**config.mk**
```make
export PLATFORM = sky130hd
export DESIGN_NAME = bead_swing_signal_self_test_core
export DESIGN_NICKNAME = d
export VERILOG_FILES = /design/src/hw/rtl/bsst_pkg.sv /design/src/hw/rtl/bsst_cfg.sv /design/src/hw/rtl/bsst_eval.sv /design/src/hw/rtl/bead_swing_signal_self_test_core.sv
export SDC_FILE = /design/constraint.sdc
export NUM_CORES = 1
export LEC_CHECK = 0
export ABC_AREA = 1
export BUFFER_PORTS_ARGS = -buffer_cell sky130_fd_sc_hd__clkbuf_2
export CAP_MARGIN = 20
export CORE_MARGIN = 2
export CORE_UTILIZATION = 65
export DETAILED_ROUTE_END_ITERATION = 7
export PLACE_DENSITY_LB_ADDON = 0.15
export RECOVER_POWER = 25
export SETUP_SLACK_MARGIN = 0.5
export SLEW_MARGIN = 10
export SYNTH_ARGS = -nofsm -noshare
export SYNTH_HDL_FRONTEND = slang
export SYNTH_SLANG_ARGS = --single-unit
```
**constraint.sdc**
```tcl
create_clock -name clk -period 15.3 [get_ports clk]
set_input_delay 1.53 -clock clk [delete_from_list [all_inputs] [get_ports clk]]
set_output_delay 1.53 -clock clk [all_outputs]
set_load 0.05 [all_outputs]
```
**src/hw/rtl/bsst_pkg.sv**
```systemverilog
// Shared types and constants of the bead swing signal self-test core.
package bsst_pkg;

  localparam int SAMPLE_W = 16;
  localparam int PEAK_W   = 10;
  localparam int ERR_W    = 4;
  localparam int RUN_W    = 2;
  localparam int IDX_W    = 3;

  localparam logic [PEAK_W-1:0]   MIN_PEAKS = PEAK_W'(4);
  localparam logic [PEAK_W-1:0]   PEAK_SAT  = {PEAK_W{1'b1}};
  localparam logic [ERR_W-1:0]    ERR_SAT   = {ERR_W{1'b1}};
  localparam logic [RUN_W-1:0]    RUN_SAT   = {RUN_W{1'b1}};

  localparam logic [SAMPLE_W-1:0] LOW_LEVEL_RST     = SAMPLE_W'(10);
  localparam logic [SAMPLE_W-1:0] PEAK_MIN_RST      = SAMPLE_W'(1800);
  localparam logic [SAMPLE_W-1:0] PEAK_DIFF_MAX_RST = SAMPLE_W'(1000);
  localparam logic [SAMPLE_W-1:0] NOISE_LEVEL_RST   = SAMPLE_W'(200);
  localparam logic [ERR_W-1:0]    ERROR_LIMIT_RST   = ERR_W'(3);

  typedef enum logic [IDX_W-1:0] {
    REG_MODE          = 3'd0,
    REG_LOW_LEVEL     = 3'd1,
    REG_PEAK_MIN      = 3'd2,
    REG_PEAK_DIFF_MAX = 3'd3,
    REG_NOISE_LEVEL   = 3'd4,
    REG_ERROR_LIMIT   = 3'd5
  } reg_idx_t;

  typedef enum logic {
    MODE_NOISE = 1'b0,
    MODE_SWING = 1'b1
  } mode_t;

  typedef struct packed {
    mode_t               mode;
    logic [SAMPLE_W-1:0] low_level;
    logic [SAMPLE_W-1:0] peak_min;
    logic [SAMPLE_W-1:0] peak_diff_max;
    logic [SAMPLE_W-1:0] noise_level;
    logic [ERR_W-1:0]    error_limit;
  } cfg_t;

  typedef struct packed {
    logic [ERR_W-1:0]  fault_total;
    logic [PEAK_W-1:0] peak_total;
    logic              fail;
  } result_t;

endpackage

```
**src/hw/rtl/bsst_cfg.sv**
```systemverilog
// Configuration register file of the self-test core.
module bsst_cfg (
  input  logic                              clk,
  input  logic                              rst,
  input  logic                              cfg_valid,
  input  logic [bsst_pkg::IDX_W-1:0]        cfg_index,
  input  logic [bsst_pkg::SAMPLE_W-1:0]     cfg_data,
  output bsst_pkg::cfg_t                    cfg
);

  always_ff @(posedge clk) begin
    if (rst) begin
      cfg.mode          <= bsst_pkg::MODE_NOISE;
      cfg.low_level     <= bsst_pkg::LOW_LEVEL_RST;
      cfg.peak_min      <= bsst_pkg::PEAK_MIN_RST;
      cfg.peak_diff_max <= bsst_pkg::PEAK_DIFF_MAX_RST;
      cfg.noise_level   <= bsst_pkg::NOISE_LEVEL_RST;
      cfg.error_limit   <= bsst_pkg::ERROR_LIMIT_RST;
    end else if (cfg_valid) begin
      unique case (cfg_index)
        bsst_pkg::REG_MODE:          cfg.mode          <= bsst_pkg::mode_t'(cfg_data[0]);
        bsst_pkg::REG_LOW_LEVEL:     cfg.low_level     <= cfg_data;
        bsst_pkg::REG_PEAK_MIN:      cfg.peak_min      <= cfg_data;
        bsst_pkg::REG_PEAK_DIFF_MAX: cfg.peak_diff_max <= cfg_data;
        bsst_pkg::REG_NOISE_LEVEL:   cfg.noise_level   <= cfg_data;
        bsst_pkg::REG_ERROR_LIMIT:   cfg.error_limit   <= cfg_data[bsst_pkg::ERR_W-1:0];
        default: ;
      endcase
    end
  end

endmodule

```
**src/hw/rtl/bsst_eval.sv**
```systemverilog
// Per-sample record state update and end-of-record verdict.
module bsst_eval (
  input  logic                          clk,
  input  logic                          rst,
  input  logic                          commit,
  input  logic [bsst_pkg::SAMPLE_W-1:0] sample,
  input  logic                          last,
  input  bsst_pkg::cfg_t                cfg,
  output bsst_pkg::result_t             res
);

  logic [bsst_pkg::RUN_W-1:0]    low_run,       low_run_next;
  logic                          armed,         armed_next;
  logic                          in_peak,       in_peak_next;
  logic                          first_pending;
  logic [bsst_pkg::SAMPLE_W-1:0] running_max,   running_max_next;
  logic [bsst_pkg::SAMPLE_W-1:0] previous_peak, previous_peak_next;
  logic [bsst_pkg::PEAK_W-1:0]   peak_count,    peak_count_next;
  logic [bsst_pkg::ERR_W-1:0]    fault_count,   fault_count_next;

  logic                          low;
  logic                          armed_now;
  logic [bsst_pkg::SAMPLE_W-1:0] diff;
  logic [1:0]                    err_add;
  logic [bsst_pkg::ERR_W:0]      err_sum;

  always_comb begin
    low                = (sample <= cfg.low_level);
    low_run_next       = low_run;
    armed_next         = armed;
    in_peak_next       = in_peak;
    running_max_next   = running_max;
    previous_peak_next = previous_peak;
    peak_count_next    = peak_count;
    err_add            = 2'd0;
    armed_now          = armed;
    diff = (previous_peak > running_max) ? previous_peak - running_max
                                         : running_max - previous_peak;

    if (cfg.mode == bsst_pkg::MODE_NOISE) begin
      err_add = {1'b0, sample > cfg.noise_level};
    end else begin
      if (low) begin
        low_run_next = (low_run == bsst_pkg::RUN_SAT) ? low_run : low_run + 1'b1;
      end else begin
        low_run_next = '0;
      end
      armed_now  = armed | (low_run_next > 2'd1) | first_pending;
      armed_next = armed_now;

      if (armed_now && !low && !in_peak) begin
        in_peak_next     = 1'b1;
        armed_next       = 1'b0;
        running_max_next = sample;
      end else if (armed_now && low && in_peak) begin
        // peak closes; pairs are judged from the third peak on
        if (peak_count >= bsst_pkg::PEAK_W'(2)) begin
          err_add = 2'(previous_peak < cfg.peak_min && running_max < cfg.peak_min)
                  + 2'(diff > cfg.peak_diff_max);
        end
        previous_peak_next = running_max;
        peak_count_next    = (peak_count == bsst_pkg::PEAK_SAT) ? peak_count
                                                                 : peak_count + 1'b1;
        in_peak_next       = 1'b0;
        armed_next         = 1'b0;
        running_max_next   = '0;
      end else if (in_peak && sample > running_max) begin
        running_max_next = sample;
      end
    end

    err_sum = {1'b0, fault_count} + {3'b000, err_add};
    fault_count_next = (err_sum > {1'b0, bsst_pkg::ERR_SAT}) ? bsst_pkg::ERR_SAT
                                                             : err_sum[bsst_pkg::ERR_W-1:0];

    res.fault_total = fault_count_next;
    if (cfg.mode == bsst_pkg::MODE_NOISE) begin
      res.peak_total = '0;
      res.fail       = (fault_count_next > cfg.error_limit);
    end else begin
      res.peak_total = peak_count_next;
      res.fail       = (peak_count_next <= bsst_pkg::MIN_PEAKS) ||
                       (fault_count_next > cfg.error_limit);
    end
  end

  always_ff @(posedge clk) begin
    if (rst || (commit && last)) begin
      low_run       <= '0;
      armed         <= 1'b0;
      in_peak       <= 1'b0;
      first_pending <= 1'b1;
      running_max   <= '0;
      previous_peak <= '0;
      peak_count    <= '0;
      fault_count   <= '0;
    end else if (commit) begin
      low_run       <= low_run_next;
      armed         <= armed_next;
      in_peak       <= in_peak_next;
      first_pending <= 1'b0;
      running_max   <= running_max_next;
      previous_peak <= previous_peak_next;
      peak_count    <= peak_count_next;
      fault_count   <= fault_count_next;
    end
  end

endmodule

```
**src/hw/rtl/bead_swing_signal_self_test_core.sv**
```systemverilog
// Top level of the bead swing signal self-test core.
// Checks one channel's sample record, one sample per request on the slave
// stream, tlast on the final sample. Mode 0 counts samples above the noise
// level; mode 1 segments the record into peaks and judges neighboring peak
// pairs. One result (fail, peak total, fault total) leaves on the master
// stream after the last sample. A sample passes an input register and then
// the compare and counter logic, so one sample is taken every cycle while
// input is not held; the result is written to the output register when
// its last sample leaves the input register. Input is held only while a
// finished result waits in the output register and another last sample
// is ready to finish. Configuration writes are taken at any time, one per
// cycle, and belong between records.
module bead_swing_signal_self_test_core (
  input  logic        clk,
  input  logic        rst,
  input  logic        s_axis_tvalid,
  output logic        s_axis_tready,
  input  logic [15:0] s_axis_tdata,   // [15:0] sample
  input  logic        s_axis_tlast,
  output logic        m_axis_tvalid,
  input  logic        m_axis_tready,
  output logic [15:0] m_axis_tdata,   // [0] fail, [10:1] peak_total, [14:11] fault_total
  input  logic        cfg_valid,
  output logic        cfg_ready,
  input  logic [2:0]  cfg_index,
  input  logic [15:0] cfg_data
);

  bsst_pkg::cfg_t    cfg;
  bsst_pkg::result_t res;

  logic                          stg_valid;
  logic [bsst_pkg::SAMPLE_W-1:0] stg_sample;
  logic                          stg_last;
  logic                          out_free;
  logic                          commit;
  bsst_pkg::result_t             out_res;

  assign cfg_ready     = 1'b1;
  assign out_free      = !m_axis_tvalid || m_axis_tready;
  assign commit        = stg_valid && (!stg_last || out_free);
  assign s_axis_tready = !stg_valid || commit;
  assign m_axis_tdata  = {1'b0, out_res};

  bsst_cfg u_cfg (
    .clk       (clk),
    .rst       (rst),
    .cfg_valid (cfg_valid),
    .cfg_index (cfg_index),
    .cfg_data  (cfg_data),
    .cfg       (cfg)
  );

  bsst_eval u_eval (
    .clk    (clk),
    .rst    (rst),
    .commit (commit),
    .sample (stg_sample),
    .last   (stg_last),
    .cfg    (cfg),
    .res    (res)
  );

  always_ff @(posedge clk) begin
    if (rst) begin
      stg_valid <= 1'b0;
    end else if (s_axis_tready) begin
      stg_valid <= s_axis_tvalid;
    end
  end

  always_ff @(posedge clk) begin
    if (s_axis_tready && s_axis_tvalid) begin
      stg_sample <= s_axis_tdata;
      stg_last   <= s_axis_tlast;
    end
  end

  always_ff @(posedge clk) begin
    if (rst) begin
      m_axis_tvalid <= 1'b0;
    end else if (commit && stg_last) begin
      m_axis_tvalid <= 1'b1;
    end else if (m_axis_tready) begin
      m_axis_tvalid <= 1'b0;
    end
  end

  always_ff @(posedge clk) begin
    if (commit && stg_last) begin
      out_res <= res;
    end
  end

`ifndef NO_ASSERTIONS
  a_result_from_last: assert property (@(posedge clk) disable iff (rst)
    $rose(m_axis_tvalid) |-> $past(commit && stg_last))
    else $error("result appeared without a finished record");

  a_noise_no_peaks: assert property (@(posedge clk) disable iff (rst)
    (commit && stg_last && cfg.mode == bsst_pkg::MODE_NOISE) |=> m_axis_tdata[10:1] == 10'd0)
    else $error("noise mode result carries peaks");

  a_few_peaks_fail: assert property (@(posedge clk) disable iff (rst)
    (commit && stg_last && cfg.mode == bsst_pkg::MODE_SWING &&
     res.peak_total <= bsst_pkg::MIN_PEAKS) |=> m_axis_tdata[0])
    else $error("too few peaks but record passed");

  a_stall_needs_data: assert property (@(posedge clk) disable iff (rst)
    !s_axis_tready |-> (stg_valid && stg_last && m_axis_tvalid))
    else $error("input stalled without a pending result");
`endif

endmodule

```
==> impl_metrics.toml <==
[run_status]
status = "finished, violations left"
violations = "max-capacitance violations, max-slew violations"

[global_route]
overflow = 0
grt_pass1_wl_mm = 42.32
grt_max_degree = 65
antenna_found_initial = 0
grt_pass1_vias = 8591
grtUsageTotal = 0.3224

[pwr]
power_switching_w = 0.0002648
p_int_w = 0.0006941
powerDensity_nw_per_um2 = 87.18
power.total_w = 0.0009589
p_sw_frac = 0.2762
p_seq_frac = 0.457
ir_drop_mv = 0.07668
share_comb_of_total_power = 0.131
leakagePower_nw = 5.203
clkPwrFrac = 0.412

[timing]
timing.final.hold_violations = 0
rsz0062_at_grt = "false"
worst_pin_slew_ns = 2.366
setup_tns_ns = 0
finalWorstSetupSlack_ns = 8.991
setup_viol = 0
period_share = 0.4123
fin_skew_ns = 0.006025
drv_slew = 65
fmax_mhz = 158.5
slew_headroom = -0.5777
min_period_ns = 6.309

[routing]
route.antenna.remaining_nets = 0
wl_mm = 25.80
vias = 9077
wl_per_cell_um = 16.66
vias_per_cell = 5.864
firstDrtPassIters = 5
drc = 0
drt_iter0_markers = 818

[synth]
synth-seq-cells = 154
synth_top_family_by_area = "compound AO/OA/AOI/OAI gates"
synth.avg_cell_area_um2 = 7.750
ys_warn_count = 0
netlist_area_um2 = 10140
synthXorXnorAreaFrac = 0.01642
synth_compound_area_frac = 0.2013
synthSimpleGateAreaFrac = 0.1712
yosysUniqueCellTypes = 51
postSynthCellCount = 1308
synth_fa_ha_area_frac = 0.1713
synth_seq_area_share = 0.3357
synth_nets = 1486
synth.area.mux_share = 0.0009874

[critical_path]
worstSetupEndpointType = "register"
crit_family = "simple AND/OR/NAND/NOR gates"
critPathSlowestCell = "dfxtp_1"
path_buf_inv = 4
cp.required_ns = 15.48
cp.arrival_ns = 6.49
crit_top_cell = "nand2_1"
critical_path_class = "register to register"
critical-path-max-stage-delay_ns = 0.47
crit_path_start_kind = "register"
crit_fanout = 21

[run]
max_cap_viol_count = 1

[place]
pre_cts_ws_ns = 9.141
placed_area_um2 = 10460
gp_congestion = 0.9819
place_inst = 1516
dpl.hpwl_mm = 19.54
io_buffers = 57

[clock_network]
holdBufCountCts = 0
cts-root-buf = "clkbuf_16"
clock-sinks = 154
clockBufferDepth = 2
cts_resized = 0
cts_inserted_buffers = 17
clkLatencyLatePin_ns = 0.42
htree_levels = 4
clk_pin_slew_ns = 0.06
cts_tree = "built"
postCtsSetupBuffers = 0

[finish]
drive_above_1_share = 0.1088
multi_input_area_um2 = 5697
post-route-cell-area_um2 = 11000
area_growth_pct = 8.504
num_antenna_cells = 0
layout_commonest_cell = "inv_1"
fillerInstances = 1213
fin_nets = 1525
final_cells = 1548
seqCellArea_um2 = 3403
final_cell_mix = "inv_1 (206), nand2_1 (204), a21oi_1 (172)"

[worst_hold_path]
hp-class = "register to register"

[die]
core_um2 = 15200
dieArea_um2 = 16610
fp.dieW_um = 128.9
ios = 60
die_height_um = 128.9
initial_core_util = 0.6668
rows = 45
==> Yosys cell counts, drive strengths merged <==
cell type / n / area [µm²]
o21ai: 132 / 686.9
nor2: 62 / 256.5
o221ai: 1 / 8.760
buf: 19 / 146.4
a31oi: 4 / 25.02
nand3: 68 / 400.4
mux2i: 1 / 10.01
o211ai: 21 / 181.4
conb: 2 / 7.510
dfxtp: 122 / 2442
a21oi: 184 / 973.4
a211oi: 4 / 30.03
xnor2: 8 / 70.07
or2: 3 / 18.77
o2111ai: 9 / 78.83
nor3: 10 / 71.32
a21o: 3 / 22.52
nand2: 215 / 867.1
o221a: 1 / 11.26
o31ai: 1 / 7.510
ha: 134 / 1677
inv: 215 / 807.0
fa: 3 / 60.06
edfxtp: 32 / 960.9
o21bai: 2 / 15.01
clkbuf: 22 / 83.83
nand4: 15 / 93.84
xor2: 11 / 96.34
nor4b: 1 / 8.760
nor4: 3 / 18.77
==> flip-flops by register name, indices dropped and copies added (netlist names), 2 cells and up <==
| signal | cells |
|---|---|
| u_cfg.cfg | 69 |
| stg_sample | 16 |
| m_axis_tdata | 15 |
| u_eval.previous_peak | 16 |
| u_eval.peak_count | 10 |
| u_eval.low_run | 2 |
| u_eval.fault_count | 4 |
| u_eval.running_max | 16 |
==> tightest hold or removal path, stage by stage, from the launching register on <==
cell and delay (ns):
dfxtp_1 0.29, inv_1 0.06, a21oi_1 0.06
==> per-layer routing <==
| metal | vias to the layer above | GRT usage | share of wire |
|---|---|---|---|
| met5 | - | 0 | 0 |
| met4 | 0 | 0.09591 | 0.017 |
| met3 | 38 | 0.05405 | 0.068 |
| met2 | 351 | 0.5020 | 0.45 |
| met1 | 4218 | 0.4620 | 0.47 |
| li1 | 4470 | - | - |
==> final cells by class <==
type	instances	area share
inverters	215	0.07337
well taps	188	0.02139
clock buffers	17	0.03868
clock inverters	15	0.01149
repair buffers	61	0.02776
multi-input cells	898	0.5179
flip-flops and latches	154	0.3094
==> power groups by stage <==
stage | sequential [W] | combinational [W] | clock (W)
6_report | 0.000438 | 0.000125 | 0.000395
5_1_grt | 0.000439 | 0.000142 | 0.000415
4_1_cts | 0.000438 | 0.000123 | 0.000398
3_5_place_dp | 0.000447 | 0.000121 | 0
3_3_place_gp | 0.000446 | 0.000118 | 0
2_1_floorplan | 0.000446 | 0.0000871 | 0
==> metrics by stage <==
step | util | hold slack [ns]
after detailed placement | 0.6879 | 0.4532
after global placement | 0.6879 | 0.4447
after global routing | 0.7235 | 0.4865
after CTS | 0.7242 | 0.4613
final | 0.7235 | 0.4612
after floorplan | - | 0.4275
==> logic make-up after synthesis <==
family	Yosys count
multiplexers	1
AO/OA/AOI/OAI	362
adder cells (fa/ha/maj)	137
flip-flops	154
XOR/XNOR	19
AND/OR/NAND/NOR	377
buffers and inverters	256
other	2
==> worst paths after layout <==
path | startpoint | end | slack (ns) | cells past startpoint
worst max-delay path | u_eval.running_max[1] | m_axis_tdata[0] | 8.99 | 36
worst min register to register | u_cfg.cfg[9] | u_cfg.cfg[9] | 0.46 | 2
worst max register to register | u_eval.running_max[1] | m_axis_tdata[0] | 8.99 | 36
worst min-delay path | u_cfg.cfg[9] | u_cfg.cfg[9] | 0.46 | 2
(Power assumes the default switching activity.)
